==> config.mk <==
export PLATFORM = sky130hd
export DESIGN_NAME = websocket_frame_receiver_core
export DESIGN_NICKNAME = d
export VERILOG_FILES = /design/src/hw/rtl/wsfr_pkg.sv /design/src/hw/rtl/wsfr_parser.sv /design/src/hw/rtl/wsfr_out_reg.sv /design/src/hw/rtl/websocket_frame_receiver_core.sv
export SDC_FILE = /design/constraint.sdc
export NUM_CORES = 1
export LEC_CHECK = 0
export ABC_AREA = 1
export CAP_MARGIN = 10
export CORE_ASPECT_RATIO = 0.9
export CORE_MARGIN = 1
export CORE_UTILIZATION = 55
export DETAILED_ROUTE_END_ITERATION = 12
export DONT_BUFFER_PORTS = 1
export PLACE_DENSITY = 0.7
export SLEW_MARGIN = 30
export SYNTH_ARGS = -nofsm -noshare
export SYNTH_HDL_FRONTEND = slang
export SYNTH_HIERARCHICAL = 1
export SYNTH_SLANG_ARGS = --single-unit
==> constraint.sdc <==
create_clock -name clock -period 3.1 [get_ports clock]
set_input_delay 0.31 -clock clock [delete_from_list [all_inputs] [get_ports clock]]
set_output_delay 0.31 -clock clock [all_outputs]
set_load 0.05 [all_outputs]
==> src/hw/rtl/wsfr_pkg.sv <==
// Shared types and constants for the WebSocket frame receiver.
package wsfr_pkg;

   localparam int unsigned BYTE_W      = 8;
   localparam int unsigned OPCODE_W    = 4;
   localparam int unsigned LENGTH_W    = 64;
   localparam int unsigned KEY_W       = 32;
   localparam int unsigned RSP_DATA_W  = 16;

   localparam logic [OPCODE_W-1:0] OPCODE_CLOSE = 4'h8;
   localparam logic [6:0]          LEN7_EXT16   = 7'd126;
   localparam logic [6:0]          LEN7_EXT64   = 7'd127;
   localparam logic [2:0]          EXT16_BYTES  = 3'd1;
   localparam logic [2:0]          EXT64_BYTES  = 3'd7;
   localparam logic [2:0]          KEY_BYTES    = 3'd3;

   typedef enum logic [1:0] {
      KIND_BYTE  = 2'd0,
      KIND_EMPTY = 2'd1,
      KIND_CLOSE = 2'd2
   } kind_type;

   typedef enum logic [2:0] {
      PH_HDR0    = 3'd0,
      PH_HDR1    = 3'd1,
      PH_EXTLEN  = 3'd2,
      PH_KEY     = 3'd3,
      PH_PAYLOAD = 3'd4
   } phase_type;

   typedef struct packed {
      logic                valid;
      kind_type            kind;
      logic [BYTE_W-1:0]   payload_byte;
      logic                last;
      logic [OPCODE_W-1:0] frame_opcode;
   } result_type;

endpackage

==> src/hw/rtl/wsfr_parser.sv <==
// Frame header parser, length counter and payload unmasking.
module wsfr_parser
   import wsfr_pkg::*;
(
   input  logic              clock,
   input  logic              reset,
   input  logic              step,
   input  logic [BYTE_W-1:0] rx_byte,
   input  logic              link_closed,
   output result_type        res
);

   phase_type             phase_ff, phase_in;
   logic [OPCODE_W-1:0]   opcode_ff, opcode_in;
   logic                  masked_ff, masked_in;
   logic [LENGTH_W-1:0]   rem_ff, rem_in;
   logic [2:0]            hbc_ff, hbc_in;
   logic [KEY_W-1:0]      key_ff, key_in;
   logic [1:0]            midx_ff, midx_in;

   logic [6:0]            len7;
   logic                  is_ext;
   logic [LENGTH_W-1:0]   ext_len;
   logic [KEY_W-1:0]      key_shift;
   logic [LENGTH_W-1:0]   rem_dec;
   logic [1:0]            key_sel;
   logic [BYTE_W-1:0]     key_byte;

   assign len7      = rx_byte[6:0];
   assign is_ext    = (len7 == LEN7_EXT16) || (len7 == LEN7_EXT64);
   assign ext_len   = {rem_ff[LENGTH_W-BYTE_W-1:0], rx_byte};
   assign key_shift = {key_ff[KEY_W-BYTE_W-1:0], rx_byte};
   assign rem_dec   = rem_ff - LENGTH_W'(1);
   assign key_sel   = 2'd3 - midx_ff;
   assign key_byte  = key_ff[{key_sel, 3'b000} +: BYTE_W];

   // next phase
   always_comb begin
      phase_in = phase_ff;
      if (step) begin
         if (link_closed) begin
            phase_in = PH_HDR0;
         end else begin
            case (phase_ff)
               PH_HDR1: begin
                  if (opcode_ff == OPCODE_CLOSE)  phase_in = PH_HDR0;
                  else if (is_ext)                phase_in = PH_EXTLEN;
                  else if (rx_byte[7])            phase_in = PH_KEY;
                  else if (len7 == 7'd0)          phase_in = PH_HDR0;
                  else                            phase_in = PH_PAYLOAD;
               end
               PH_EXTLEN: begin
                  if (hbc_ff == 3'd0) begin
                     if (masked_ff)               phase_in = PH_KEY;
                     else if (ext_len == '0)      phase_in = PH_HDR0;
                     else                         phase_in = PH_PAYLOAD;
                  end
               end
               PH_KEY: begin
                  if (hbc_ff == 3'd0) begin
                     if (rem_ff == '0)            phase_in = PH_HDR0;
                     else                         phase_in = PH_PAYLOAD;
                  end
               end
               PH_PAYLOAD: begin
                  if (rem_dec == '0)              phase_in = PH_HDR0;
               end
               default: begin
                  phase_in = PH_HDR1;
               end
            endcase
         end
      end
   end

   // datapath and result
   always_comb begin
      opcode_in        = opcode_ff;
      masked_in        = masked_ff;
      rem_in           = rem_ff;
      hbc_in           = hbc_ff;
      key_in           = key_ff;
      midx_in          = midx_ff;
      res.valid        = 1'b0;
      res.kind         = KIND_BYTE;
      res.payload_byte = '0;
      res.last         = 1'b1;
      res.frame_opcode = opcode_ff;
      if (step) begin
         if (link_closed) begin
            opcode_in        = '0;
            masked_in        = 1'b0;
            rem_in           = '0;
            hbc_in           = '0;
            key_in           = '0;
            midx_in          = '0;
            res.valid        = 1'b1;
            res.kind         = KIND_CLOSE;
            res.frame_opcode = '0;
         end else begin
            case (phase_ff)
               PH_HDR1: begin
                  if (opcode_ff == OPCODE_CLOSE) begin
                     res.valid = 1'b1;
                     res.kind  = KIND_CLOSE;
                  end else begin
                     masked_in = rx_byte[7];
                     if (is_ext) begin
                        rem_in = '0;
                        hbc_in = (len7 == LEN7_EXT16) ? EXT16_BYTES : EXT64_BYTES;
                     end else begin
                        rem_in = LENGTH_W'(len7);
                        key_in = '0;
                        if (rx_byte[7]) begin
                           hbc_in = KEY_BYTES;
                        end else if (len7 == 7'd0) begin
                           res.valid = 1'b1;
                           res.kind  = KIND_EMPTY;
                        end else begin
                           midx_in = '0;
                        end
                     end
                  end
               end
               PH_EXTLEN: begin
                  rem_in = ext_len;
                  if (hbc_ff == 3'd0) begin
                     key_in = '0;
                     if (masked_ff) begin
                        hbc_in = KEY_BYTES;
                     end else if (ext_len == '0) begin
                        res.valid = 1'b1;
                        res.kind  = KIND_EMPTY;
                     end else begin
                        midx_in = '0;
                     end
                  end else begin
                     hbc_in = hbc_ff - 3'd1;
                  end
               end
               PH_KEY: begin
                  key_in = key_shift;
                  if (hbc_ff == 3'd0) begin
                     if (rem_ff == '0) begin
                        res.valid = 1'b1;
                        res.kind  = KIND_EMPTY;
                     end else begin
                        midx_in = '0;
                     end
                  end else begin
                     hbc_in = hbc_ff - 3'd1;
                  end
               end
               PH_PAYLOAD: begin
                  rem_in           = rem_dec;
                  midx_in          = midx_ff + 2'd1;
                  res.valid        = 1'b1;
                  res.kind         = KIND_BYTE;
                  res.payload_byte = rx_byte ^ key_byte;
                  res.last         = (rem_dec == '0);
               end
               default: begin
                  opcode_in = rx_byte[OPCODE_W-1:0];
               end
            endcase
         end
      end
   end

   always_ff @(posedge clock) begin
      if (reset) begin
         phase_ff  <= PH_HDR0;
         opcode_ff <= '0;
         masked_ff <= 1'b0;
         rem_ff    <= '0;
         hbc_ff    <= '0;
         key_ff    <= '0;
         midx_ff   <= '0;
      end else begin
         phase_ff  <= phase_in;
         opcode_ff <= opcode_in;
         masked_ff <= masked_in;
         rem_ff    <= rem_in;
         hbc_ff    <= hbc_in;
         key_ff    <= key_in;
         midx_ff   <= midx_in;
      end
   end

endmodule

==> src/hw/rtl/wsfr_out_reg.sv <==
// Result register between the parser and the result channel.
module wsfr_out_reg
   import wsfr_pkg::*;
(
   input  logic       clock,
   input  logic       reset,
   input  logic       load,
   input  result_type res,
   input  logic       take,
   output logic       full,
   output result_type held
);

   logic       valid_ff, valid_in;
   result_type data_ff;

   assign valid_in = load ? res.valid : (valid_ff && !take);

   always_ff @(posedge clock) begin
      if (reset) begin
         valid_ff <= 1'b0;
      end else begin
         valid_ff <= valid_in;
      end
   end

   always_ff @(posedge clock) begin
      if (load) begin
         data_ff <= res;
      end
   end

   assign full = valid_ff;

   always_comb begin
      held       = data_ff;
      held.valid = valid_ff;
   end

endmodule

==> src/hw/rtl/websocket_frame_receiver_core.sv <==
// Top level of the WebSocket frame receiver.
// Takes one link byte per word on the req_ channel and deframes WebSocket
// frames: header, 16- or 64-bit extended length, optional masking key, then
// unmasked payload bytes on the rsp_ channel with tlast on the final byte.
// Kind (tuser) 1 is an empty message, 2 a close opcode or a link abort
// (req_tuser high). One word is accepted every clock unless the result word
// stalls; the parser state is updated in the cycle of acceptance and its result
// appears in the next cycle from a single result register, which is refilled in
// the same cycle it is drained: one word per cycle while rsp_tready stays high.
module websocket_frame_receiver_core
   import wsfr_pkg::*;
(
   input  logic                  clock,
   input  logic                  reset,
   input  logic                  req_tvalid,
   output logic                  req_tready,
   input  logic [BYTE_W-1:0]     req_tdata,   // [7:0] rx_byte
   input  logic                  req_tuser,   // [0] link_closed
   output logic                  rsp_tvalid,
   input  logic                  rsp_tready,
   output logic [RSP_DATA_W-1:0] rsp_tdata,   // [7:0] payload_byte, [11:8] frame_opcode
   output logic [1:0]            rsp_tuser,   // [1:0] kind
   output logic                  rsp_tlast
);

   logic       step;
   logic       full;
   result_type res;
   result_type held;

   assign req_tready = !full || rsp_tready;
   assign step       = req_tvalid && req_tready;

   wsfr_parser u_parser (
      .clock       (clock),
      .reset       (reset),
      .step        (step),
      .rx_byte     (req_tdata),
      .link_closed (req_tuser),
      .res         (res)
   );

   wsfr_out_reg u_out_reg (
      .clock (clock),
      .reset (reset),
      .load  (step),
      .res   (res),
      .take  (rsp_tready),
      .full  (full),
      .held  (held)
   );

   assign rsp_tvalid = held.valid;
   assign rsp_tdata  = {{(RSP_DATA_W-OPCODE_W-BYTE_W){1'b0}}, held.frame_opcode,
                        held.payload_byte};
   assign rsp_tuser  = held.kind;
   assign rsp_tlast  = held.last;

   a_abort_result: assert property (@(posedge clock) disable iff (reset)
      req_tvalid && req_tready && req_tuser |=>
         rsp_tvalid && rsp_tuser == KIND_CLOSE && rsp_tlast && rsp_tdata == '0)
      else $error("link abort did not give a close word");

   a_stall_blocks_input: assert property (@(posedge clock) disable iff (reset)
      rsp_tvalid && !rsp_tready |-> !req_tready)
      else $error("input taken while result word is stalled");

   a_nonbyte_last: assert property (@(posedge clock) disable iff (reset)
      rsp_tvalid && rsp_tuser != KIND_BYTE |-> rsp_tlast && rsp_tdata[7:0] == '0)
      else $error("empty or close word without tlast or with data");

   a_no_kind3: assert property (@(posedge clock) disable iff (reset)
      rsp_tvalid |-> rsp_tuser != 2'd3)
      else $error("undefined result kind");

endmodule
After elaboration in Yosys (flattened, before gate mapping)
Cells that the tools add are included.

Flip-flop bits (word level): 125. Input bits: 13. Output and inout port bits: 21. Logic and storage cells: 123.

Add/subtract/negate cells: 4. Equal/unequal tests: 22. Shift-type cells: 1. Multiplexer cells: 58. Bitwise logic cells: 2. Reductions and logical operators: 24.

Operators with widths (number): $logic_not A64 Y1 (3); $pmux W64 S3 (1); $mux W32 (4); $mux W64 (2); $pmux W32 S3 (1); $mux W3 (29); $sub A64 B1 Y64 const B (1); $shiftx A32 B6 Y8 (1); $ne A3 B3 Y1 const B (8); $pmux W3 S4 (2); $mux W2 (10); $eq A7 B7 Y1 const B (2); $reduce_and A11 Y1 (1); $ne A3 B2 Y1 const B (3); $pmux W3 S3 (1); $mux W4 (2); $ne A4 B3 Y1 const B (2); $pmux W2 S4 (1); $reduce_bool A4 Y1 (2); $xor A8 B8 Y8 (1); $logic_not A7 Y1 (1); $mux W7 (1); $eq A3 B2 Y1 const B (2); $reduce_and A3 Y1 (2); other kinds (22) (28).

Depth between registers and ports, before layout
Gate-level depths: netlist of run 1.

Word-level depth: 8. Gate-level depth with buffers: 20. Depth with buffers taken out: 20.

Hierarchy
The synthesis of run 1 kept the hierarchy.

By module, submodules not included: wsfr_parser (times used 1, cells an instance 1379, area each 7926.4 µm², seq. area each 2182.1 µm²); wsfr_out_reg (times used 1, cells an instance 24, area each 505.5 µm², seq. area each 470.5 µm²); websocket_frame_receiver_core (times used 1, cells an instance 9, area each 53.8 µm², seq. area each 0.0 µm²).

Worst setup path after synthesis of run 1
No wires, ideal clock.

Path kind: input-to-reg. Start point: input port rsp_tready. End point: register u_parser.key_ff[17]. Setup time: 0.070 ns. Arrival: 2.319 ns. Data required time: 3.030 ns. Slack: 0.710 ns. Stages: 11. Path buffers: 3. Cell sequence: inv_1 -> a21oi_2 -> clkbuf_1 -> inv_1 -> a21oi_1 -> inv_2 -> nor2_1 -> clkbuf_1 -> buf_2 -> nand4_1 -> a21oi_1.

Word-level cells in the longest chain between the ends: 3.

RTL lines: from (decl) (RTL line websocket_frame_receiver_core.sv:20) `input logic rsp_tready,`; $logic_or A1 B1 Y1 (RTL line websocket_frame_receiver_core.sv:31) `assign req_tready = !full || rsp_tready;`; $logic_and A1 B1 Y1 (RTL line websocket_frame_receiver_core.sv:32) `assign step = req_tvalid && req_tready;`; net step (RTL line websocket_frame_receiver_core.sv:26) `logic step;`; $reduce_and A5 Y1 (no line); to (signal assigned) (RTL line wsfr_parser.sv:185) `key_ff <= key_in;`; to (decl) (RTL line wsfr_parser.sv:18) `logic [KEY_W-1:0] key_ff, key_in;`.

The timed path passes the listed nets, and every way through them passes these cells. A chain may end at the register's enable or synchronous reset.

Worst setup path after layout of run 1
Start point: register u_parser.rem_ff[17]. End point: register u_parser.phase_ff[1].

Word-level cells in the longest chain between the ends: 4.

RTL lines: from (decl) (RTL line wsfr_parser.sv:16) `logic [LENGTH_W-1:0] rem_ff, rem_in;`; from (signal assigned) (RTL line wsfr_parser.sv:183) `rem_ff <= rem_in;`; $sub A64 B1 Y64 (RTL line wsfr_parser.sv:33) `assign rem_dec = rem_ff - LENGTH_W'(1);`; $logic_not A64 Y1 (RTL line wsfr_parser.sv:66) `if (rem_dec == '0) phase_in = PH_HDR0;`; $ne A3 B2 Y1 (no line); $reduce_and A4 Y1 (no line); to (signal assigned) (RTL line wsfr_parser.sv:180) `phase_ff <= phase_in;`; to (decl) (RTL line wsfr_parser.sv:13) `phase_type phase_ff, phase_in;`.

No other way between the ends.

==> flow_summary.rst, run 1 <==
.. list-table::
   :header-rows: 1

   * - Metric
     - Value
   * - Number of buffers added by the clock tree synthesis step
     - 17
   * - Final Hold Vio Count
     - 0
   * - Half-perimeter wire length after placement
     - 19480 um
   * - Die Footprint
     - 0.01593 mm2
   * - Synth Warn #
     - 6
   * - Area of the core
     - 0.01487 mm2
   * - Run status
     - finished clean
   * - Core occupancy in the finished layout
     - 0.6174
   * - Post-Synthesis Cell Area
     - 0.008486 mm2
   * - Post-synthesis sequential element count
     - 125
   * - Period minus WS final
     - 2.689 ns
   * - Main flop type after synthesis
     - sky130_fd_sc_hd__dfxtp_1
   * - Final total negative setup slack
     - 0 ns
   * - Overall global routing resource usage
     - 0.3501
   * - Ports
     - 34
   * - CTS tree
     - yes
   * - Sink count of the clock tree
     - 125
   * - Post-CTS resize count
     - 0
   * - Starting DRT DRC Count
     - 1237
   * - Most Frequent Cell on Critical Path
     - sky130_fd_sc_hd__nand2_1
   * - Count of hold-fix buffers inserted at cts
     - 1
   * - Count of flip-flops with a built-in enable after synthesis
     - 15
   * - Synth Instances
     - 1412
   * - CP Cell Sequence
     - nor2_1 -> nand2_1 -> nor2_1 -> nand2_1 -> nor2_4 -> nand2_1 -> nand2_1 -> nand2_1 -> clkinv_1 -> nand2_1 -> nor2_1 -> nand2_1 -> nor2_1 -> nand2_1 -> nand2_1 -> nand2_2 -> nor2_1 -> nor2_1
   * - Width of the chip
     - 132.9 um
   * - Worst setup slack after placement
     - 0.4025 ns
   * - Number of antenna violations at the first check in global routing
     - 0
   * - Delay of the slowest cell on the worst path
     - 0.38 ns
   * - Number of buffers added on ports
     - 0
   * - Slowest stage cell on the critical path
     - sky130_fd_sc_hd__dfxtp_1
   * - Height of the die
     - 119.8 um
   * - Count of endpoints failing setup in the final report
     - 0
   * - Gate family responsible for the most delay along the worst path
     - simple AND/OR/NAND/NOR gates
   * - Final routed DRC violation total
     - 0
   * - Per-cell via count in the routed design
     - 5.753
   * - Critical path fanouts, max
     - 7
   * - Maximum buffer depth of the clock tree
     - 2
   * - Detailed Routing Iterations Pass 1
     - 7
   * - Number of nets at the end of the flow
     - 1408
   * - Category of the most critical setup path
     - reg2reg
   * - Post-route cell area
     - 0.009183 mm2
   * - Actual transition at the worst max-transition pin
     - 0.6113 ns
   * - Worst hold margin
     - 0.03874 ns
   * - Buf+Inv Stages, Crit Path
     - 1
   * - Global-route wire length before repair
     - 43130 um
   * - Rel. slew slack
     - 0.5924
   * - Clock-pin slew reported for the worst setup and hold paths after clock tree synthesis
     - 0.06 ns
   * - Sequential area share after synthesis
     - 0.3126
   * - Largest net degree at the start of global routing
     - 104
   * - Max-cap viol count
     - 0
   * - Remaining antenna violation count
     - 0
   * - Routed WL per cell
     - 16.99 um
   * - Setup repair after global routing missed its margin
     - no
   * - Data arrival, critical path
     - 3.02 ns
   * - Clock insertion delay at the later pin of the skew report
     - 0.43 ns
   * - Area growth from synthesis to layout
     - 8.213%
   * - Antenna diodes
     - 0
   * - Filler Cell Count
     - 1482
   * - Type of destination of the critical path
     - flop
   * - Crit start category
     - flop
   * - Pwr dens
     - 545.4 mW/mm2
   * - Overall via count from detail_route
     - 9217
   * - Timing-limited maximum frequency
     - 371.9 MHz
   * - Number of post-CTS setup repair buffers
     - 0
   * - Maximum ir drop on the vdd rail
     - 0.0003947 V
   * - Area after DPL
     - 0.008607 mm2
   * - Post-Route WL
     - 27230 um
   * - Path class of the lowest-slack min-delay path
     - in2reg
   * - WP data required
     - 3.43 ns
   * - Proportion of layout cells with a drive suffix above 1
     - 0.06980
   * - Largest clock skew in the final design
     - 0.009995 ns
   * - Syn_area_per_cell
     - 6.010 um2
   * - Post-synthesis async set-or-reset flop share
     - 0
   * - Final WS setup
     - 0.4110 ns
   * - Starting density of the core
     - 0.5706
   * - Htree depth
     - 4
   * - Routability-driven placement congestion ratio
     - 0.9864
   * - Number of global-route vias before repair
     - 7852
   * - Clock Tree Root
     - sky130_fd_sc_hd__clkbuf_16
   * - Global route overflow
     - 0
   * - Post-route clock period utilization
     - 0.8674
   * - Static leakage power
     - 0.004088 uW
   * - Number of distinct library cells after synthesis
     - 43
   * - Final Max Tran Viols
     - 0
   * - Cell row count
     - 42
## registers in the layout (all words and copies together) (netlist names)
register and cells:
u_parser/key_ff 32, u_out_reg/full 1, u_parser/masked_ff 1, u_parser/midx_ff 2
u_parser/hbc_ff 3, u_parser/phase_ff 3, u_parser/opcode_ff 4, u_parser/rem_ff 64
u_out_reg/held 15
## metal layers
metal | global-route usage | up-vias | share of wire
li1 | - | 4529 | -
met1 | 0.5362 | 4182 | 0.46
met2 | 0.4823 | 461 | 0.41
met3 | 0.07943 | 45 | 0.11
met4 | 0.09267 | 0 | 0.018
met5 | 0 | - | 0
## final timing paths
| kind | slack, ns | cells after the start | start | endpoint |
|---|---|---|---|---|
| worst min register to register | 0.46 | 2 | u_parser/key_ff[30] | u_parser/key_ff[30] |
| worst max register to register | 0.41 | 18 | u_parser/rem_ff[17] | u_parser/phase_ff[1] |
| worst min-delay path | 0.04 | 3 | reset | u_out_reg/full |
| worst max-delay path | 0.41 | 18 | u_parser/rem_ff[17] | u_parser/phase_ff[1] |
## logic make-up (layout without fill, tap and decap cells)
group | after synthesis | in the layout | share of synthesized area
AND/OR/NAND/NOR | 800 | 800 | 0.3968
flip-flops | 125 | 125 | 0.3126
XOR/XNOR | 19 | 19 | 0.01961
AO/OA/AOI/OAI | 264 | 264 | 0.1706
buffers and inverters | 199 | 188 | 0.09407
other | 1 | 4 | 0.0004419
adder cells (fa/ha/maj) | 4 | 4 | 0.005898
## worst min-delay path, stage by stage
cell                      delay (ns)
sky130_fd_sc_hd__inv_1          0.02
sky130_fd_sc_hd__nand2_1        0.06
sky130_fd_sc_hd__nor2_1         0.04
## stage by stage
| step | power [uW] | std cells |
|---|---|---|
| floorplan | 2787 | 1415 |
| global placement | 3089 | 1569 |
| detailed placement | 3088 | 1569 |
| CTS | 4993 | 1602 |
| global route | 5263 | 1602 |
| finish | 5008 | 1602 |
## report_power, final
group / internal [uW] / switching [uW]
combinational: 394 / 965
sequential: 1690 / 79.9
clock: 1060 / 820
## cells in the final DEF, fill, tap and decap left out, drive strengths merged
cell	netlist	routed
o22ai	23	23
o221ai	2	2
buf	25	17
nand3	54	54
a31oi	2	2
o21ai	88	88
o211ai	2	2
xnor2	1	1
nor3b	1	1
ha	4	4
edfxtp	15	15
nand2	472	472
a32o	3	3
nor2	231	231
inv	137	144
a21oi	121	121
clkinv	2	7
clkinvlp	0	1
a211oi	16	16
a22oi	2	2
nand4	26	26
a32oi	3	3
clkbuf	35	19
dfxtp	110	110
and2	3	3
nor3	6	6
nand3b	3	3
o2111ai	1	1
nor4	1	1
xor2	18	18
conb	1	4
a2111oi	1	1
or4	3	3
## cell usage after synthesis (all sizes together) (4+ instances only)
cell / number / area share
nand2: 472 / 0.21
nor2: 231 / 0.12
inv: 137 / 0.061
a21oi: 121 / 0.072
dfxtp: 110 / 0.26
o21ai: 88 / 0.052
nand3: 54 / 0.033
clkbuf: 35 / 0.015
nand4: 26 / 0.019
buf: 25 / 0.017
o22ai: 23 / 0.017
xor2: 18 / 0.019
a211oi: 16 / 0.014
edfxtp: 15 / 0.053
nor3: 6 / 0.0047
ha: 4 / 0.0059
## final cells by class
class,count,area [um2],share of cell area
clock inverter,13,105.1,0.01145
inverter,139,521.8,0.05682
sequential,125,2653,0.2889
clock buffer,19,442.9,0.04824
tap,198,247.7,0.02698
multi-input combinational,1091,5052,0.5502
timing repair buffer,17,160.2,0.01744
Power figures use the tool's default switching activity.
==> run 2, diff against run 1 <==
--- a/config.mk
+++ b/config.mk
@@ -13,6 +13,7 @@
 export DETAILED_ROUTE_END_ITERATION = 12
 export DONT_BUFFER_PORTS = 1
 export PLACE_DENSITY = 0.7
+export SETUP_SLACK_MARGIN = 0.1
 export SLEW_MARGIN = 30
 export SYNTH_ARGS = -nofsm -noshare
 export SYNTH_HDL_FRONTEND = slang
==> constraint.sdc (replaced) <==
create_clock -name clock -period 3.34 [get_ports clock]
set_input_delay 0.334 -clock clock [delete_from_list [all_inputs] [get_ports clock]]
set_output_delay 0.334 -clock clock [all_outputs]
set_load 0.05 [all_outputs]
==> run 2 against run 1 <==
Worst hold slack better by 0.020 ns. Routed wire length about the same. Clock-buffer cell count up 1. Die area unchanged. Clock power down 3%. Clock skew down 0.0031 ns. Sequential share of layout area about the same. Non-clock buffer count down 3. Highest routed layer unchanged.
==> flow_summary.rst, run 2 (synthesis results as in run 1) <==
.. list-table::
   :header-rows: 1

   * - Metric
     - Value
   * - Run status
     - finished clean
   * - Width of the chip
     - 132.9 um
   * - Ports
     - 34
   * - Die Footprint
     - 0.01593 mm2
   * - Data arrival, critical path
     - 3.21 ns
   * - Filler Cell Count
     - 1462
   * - Clock Tree Root
     - sky130_fd_sc_hd__clkbuf_16
   * - Largest net degree at the start of global routing
     - 104
   * - Delay of the slowest cell on the worst path
     - 0.33 ns
   * - Proportion of layout cells with a drive suffix above 1
     - 0.06709
   * - Static leakage power
     - 0.004089 uW
   * - Starting DRT DRC Count
     - 1103
   * - Number of placed cells counting well taps
     - 1566
   * - Maximum buffer depth of the clock tree
     - 2
   * - Core occupancy in the finished layout
     - 0.6185
   * - Most Frequent Cell on Critical Path
     - sky130_fd_sc_hd__nand2_1
   * - Rel. slew slack
     - 0.5904
   * - Count of endpoints failing setup in the final report
     - 0
   * - Crit start category
     - flop
   * - Number of post-CTS setup repair buffers
     - 0
   * - Cell row count
     - 42
   * - Per-cell via count in the routed design
     - 5.756
   * - Category of the most critical setup path
     - reg2reg
   * - Final routed DRC violation total
     - 0
   * - Path class of the lowest-slack min-delay path
     - in2reg
   * - Number of nets at the end of the flow
     - 1405
   * - Global route overflow
     - 0
   * - Final non-filler cell total
     - 1599
   * - Remaining antenna violation count
     - 0
   * - Commonest cells after routing, fill and taps aside
     - 462 x sky130_fd_sc_hd__nand2_1, 204 x sky130_fd_sc_hd__nor2_1, 128 x sky130_fd_sc_hd__inv_1, 120 x sky130_fd_sc_hd__a21oi_1, 110 x sky130_fd_sc_hd__dfxtp_1
   * - Sink count of the clock tree
     - 125
   * - WP data required
     - 3.70 ns
   * - CTS tree
     - yes
   * - Period minus WS final
     - 2.845 ns
   * - Post-route clock period utilization
     - 0.8519
   * - Maximum ir drop on the vdd rail
     - 0.0003865 V
   * - Number of buffers added by the clock tree synthesis step
     - 17
   * - Overall via count from detail_route
     - 9204
   * - Overall global routing resource usage
     - 0.3499
   * - Setup repair after global routing missed its margin
     - no
   * - Number of buffers added on ports
     - 0
   * - Antenna diodes
     - 0
   * - Most flops, register
     - u_parser/rem_ff
   * - Post-Route WL
     - 27200 um
   * - Final total negative setup slack
     - 0 ns
   * - Worst hold margin
     - 0.05878 ns
   * - Critical path fanouts, max
     - 6
   * - Number of antenna violations at the first check in global routing
     - 0
   * - Clock-pin slew reported for the worst setup and hold paths after clock tree synthesis
     - 0.06 ns
   * - Final Max Tran Viols
     - 0
   * - Slowest stage cell on the critical path
     - sky130_fd_sc_hd__dfxtp_1
   * - Routed WL per cell
     - 17.01 um
   * - Routability-driven placement congestion ratio
     - 0.9659
   * - Largest clock skew in the final design
     - 0.006910 ns
   * - Area growth from synthesis to layout
     - 8.390%
   * - Max-cap viol count
     - 0
   * - Post-route cell area
     - 0.009198 mm2
   * - Clock insertion delay at the later pin of the skew report
     - 0.43 ns
   * - Area of the core
     - 0.01487 mm2
   * - Number of global-route vias before repair
     - 7906
   * - Final Hold Vio Count
     - 0
   * - Detailed Routing Iterations Pass 1
     - 6
   * - Half-perimeter wire length after placement
     - 19250 um
   * - CP Cell Sequence
     - inv_1 -> ha_1 -> nand3_4 -> nor2_8 -> nand2_4 -> nor2_2 -> nand2_1 -> xor2_1 -> nand2_1 -> nor2_1 -> nand2_1 -> nor2_1 -> nand2_1 -> nand2_1 -> nand2_2 -> nand2_1 -> nand2_1 -> nor2_1
   * - Pwr dens
     - 513.8 mW/mm2
   * - Most frequent standard cell in the layout excluding fill and tap cells
     - sky130_fd_sc_hd__nand2_1
   * - Flip-flop count of the largest register, all copies and words added
     - 64
   * - Height of the die
     - 119.8 um
   * - Type of destination of the critical path
     - flop
   * - Global-route wire length before repair
     - 43370 um
   * - Timing-limited maximum frequency
     - 351.5 MHz
   * - Area after DPL
     - 0.008597 mm2
   * - Starting density of the core
     - 0.5706
   * - Actual transition at the worst max-transition pin
     - 0.6143 ns
   * - Htree depth
     - 4
-- run 2: cell types whose count changed in the layout (fill, tap and decap cells not counted), sizes merged --
| cell | change |
|---|---|
| clkinvlp | -1 |
| buf | -3 |
| inv | -1 |
| bufinv | +1 |
| clkbuf | +1 |
-- run 2: area by class of cell --
cell class | count | area (um2) | area share
Inverter | 139 | 521.8 | 0.05673
Timing Repair Buffer | 14 | 150.1 | 0.01632
Tap cell | 198 | 247.7 | 0.02694
Clock inverter | 12 | 126.4 | 0.01374
Sequential cell | 125 | 2653 | 0.2884
Multi-Input combinational cell | 1091 | 5052 | 0.5493
Clock buffer | 20 | 446.7 | 0.04856
-- run 2: stage by stage --
stage               power [uW]  setup WS [ns]
finish                    4726         0.4947
global route              4960         0.2391
CTS                       4710         0.5974
detailed placement        2870         0.6270
global placement          2866         0.6349
floorplan                 2587         0.9264
-- run 2: layer usage --
metal  vias up  part of all wire  global-route usage
li1       4526                 -                   -
met1      4155              0.47              0.5344
met2       471              0.40              0.4781
met3        52              0.11             0.07689
met4         0             0.022              0.1092
met5         -                 0                   0
-- run 2: worst paths after layout --
kind | to | from | cells after the start | slack (ns)
max | u_parser/phase_ff[1] | u_parser/rem_ff[1] | 18 | 0.49
min | u_out_reg/full | reset | 3 | 0.06
max reg2reg | u_parser/phase_ff[1] | u_parser/rem_ff[1] | 18 | 0.49
min reg2reg | u_parser/key_ff[30] | u_parser/key_ff[30] | 2 | 0.45
-- run 2: report_power, final --
part           internal [uW]  switching [uW]
Combinational            366             897
Clock                   1060             758
Sequential              1570            74.1
Total                   3000            1730
-- run 2: worst max-delay path: cells and delay by family (launching register included) --
kind | cells | cell delay, ns
AND/OR/NAND/NOR | 15 | 1.82
buffers and inverters | 1 | 0.12
adder cells (fa/ha/maj) | 1 | 0.26
flip-flops | 1 | 0.33
XOR/XNOR | 1 | 0.25
-- run 2: timing repair --
item / CTS / global route
gates resized for setup: 0 / 0
hold buffers: 1 / 0
endpoints found under the hold margin: 103 / 0
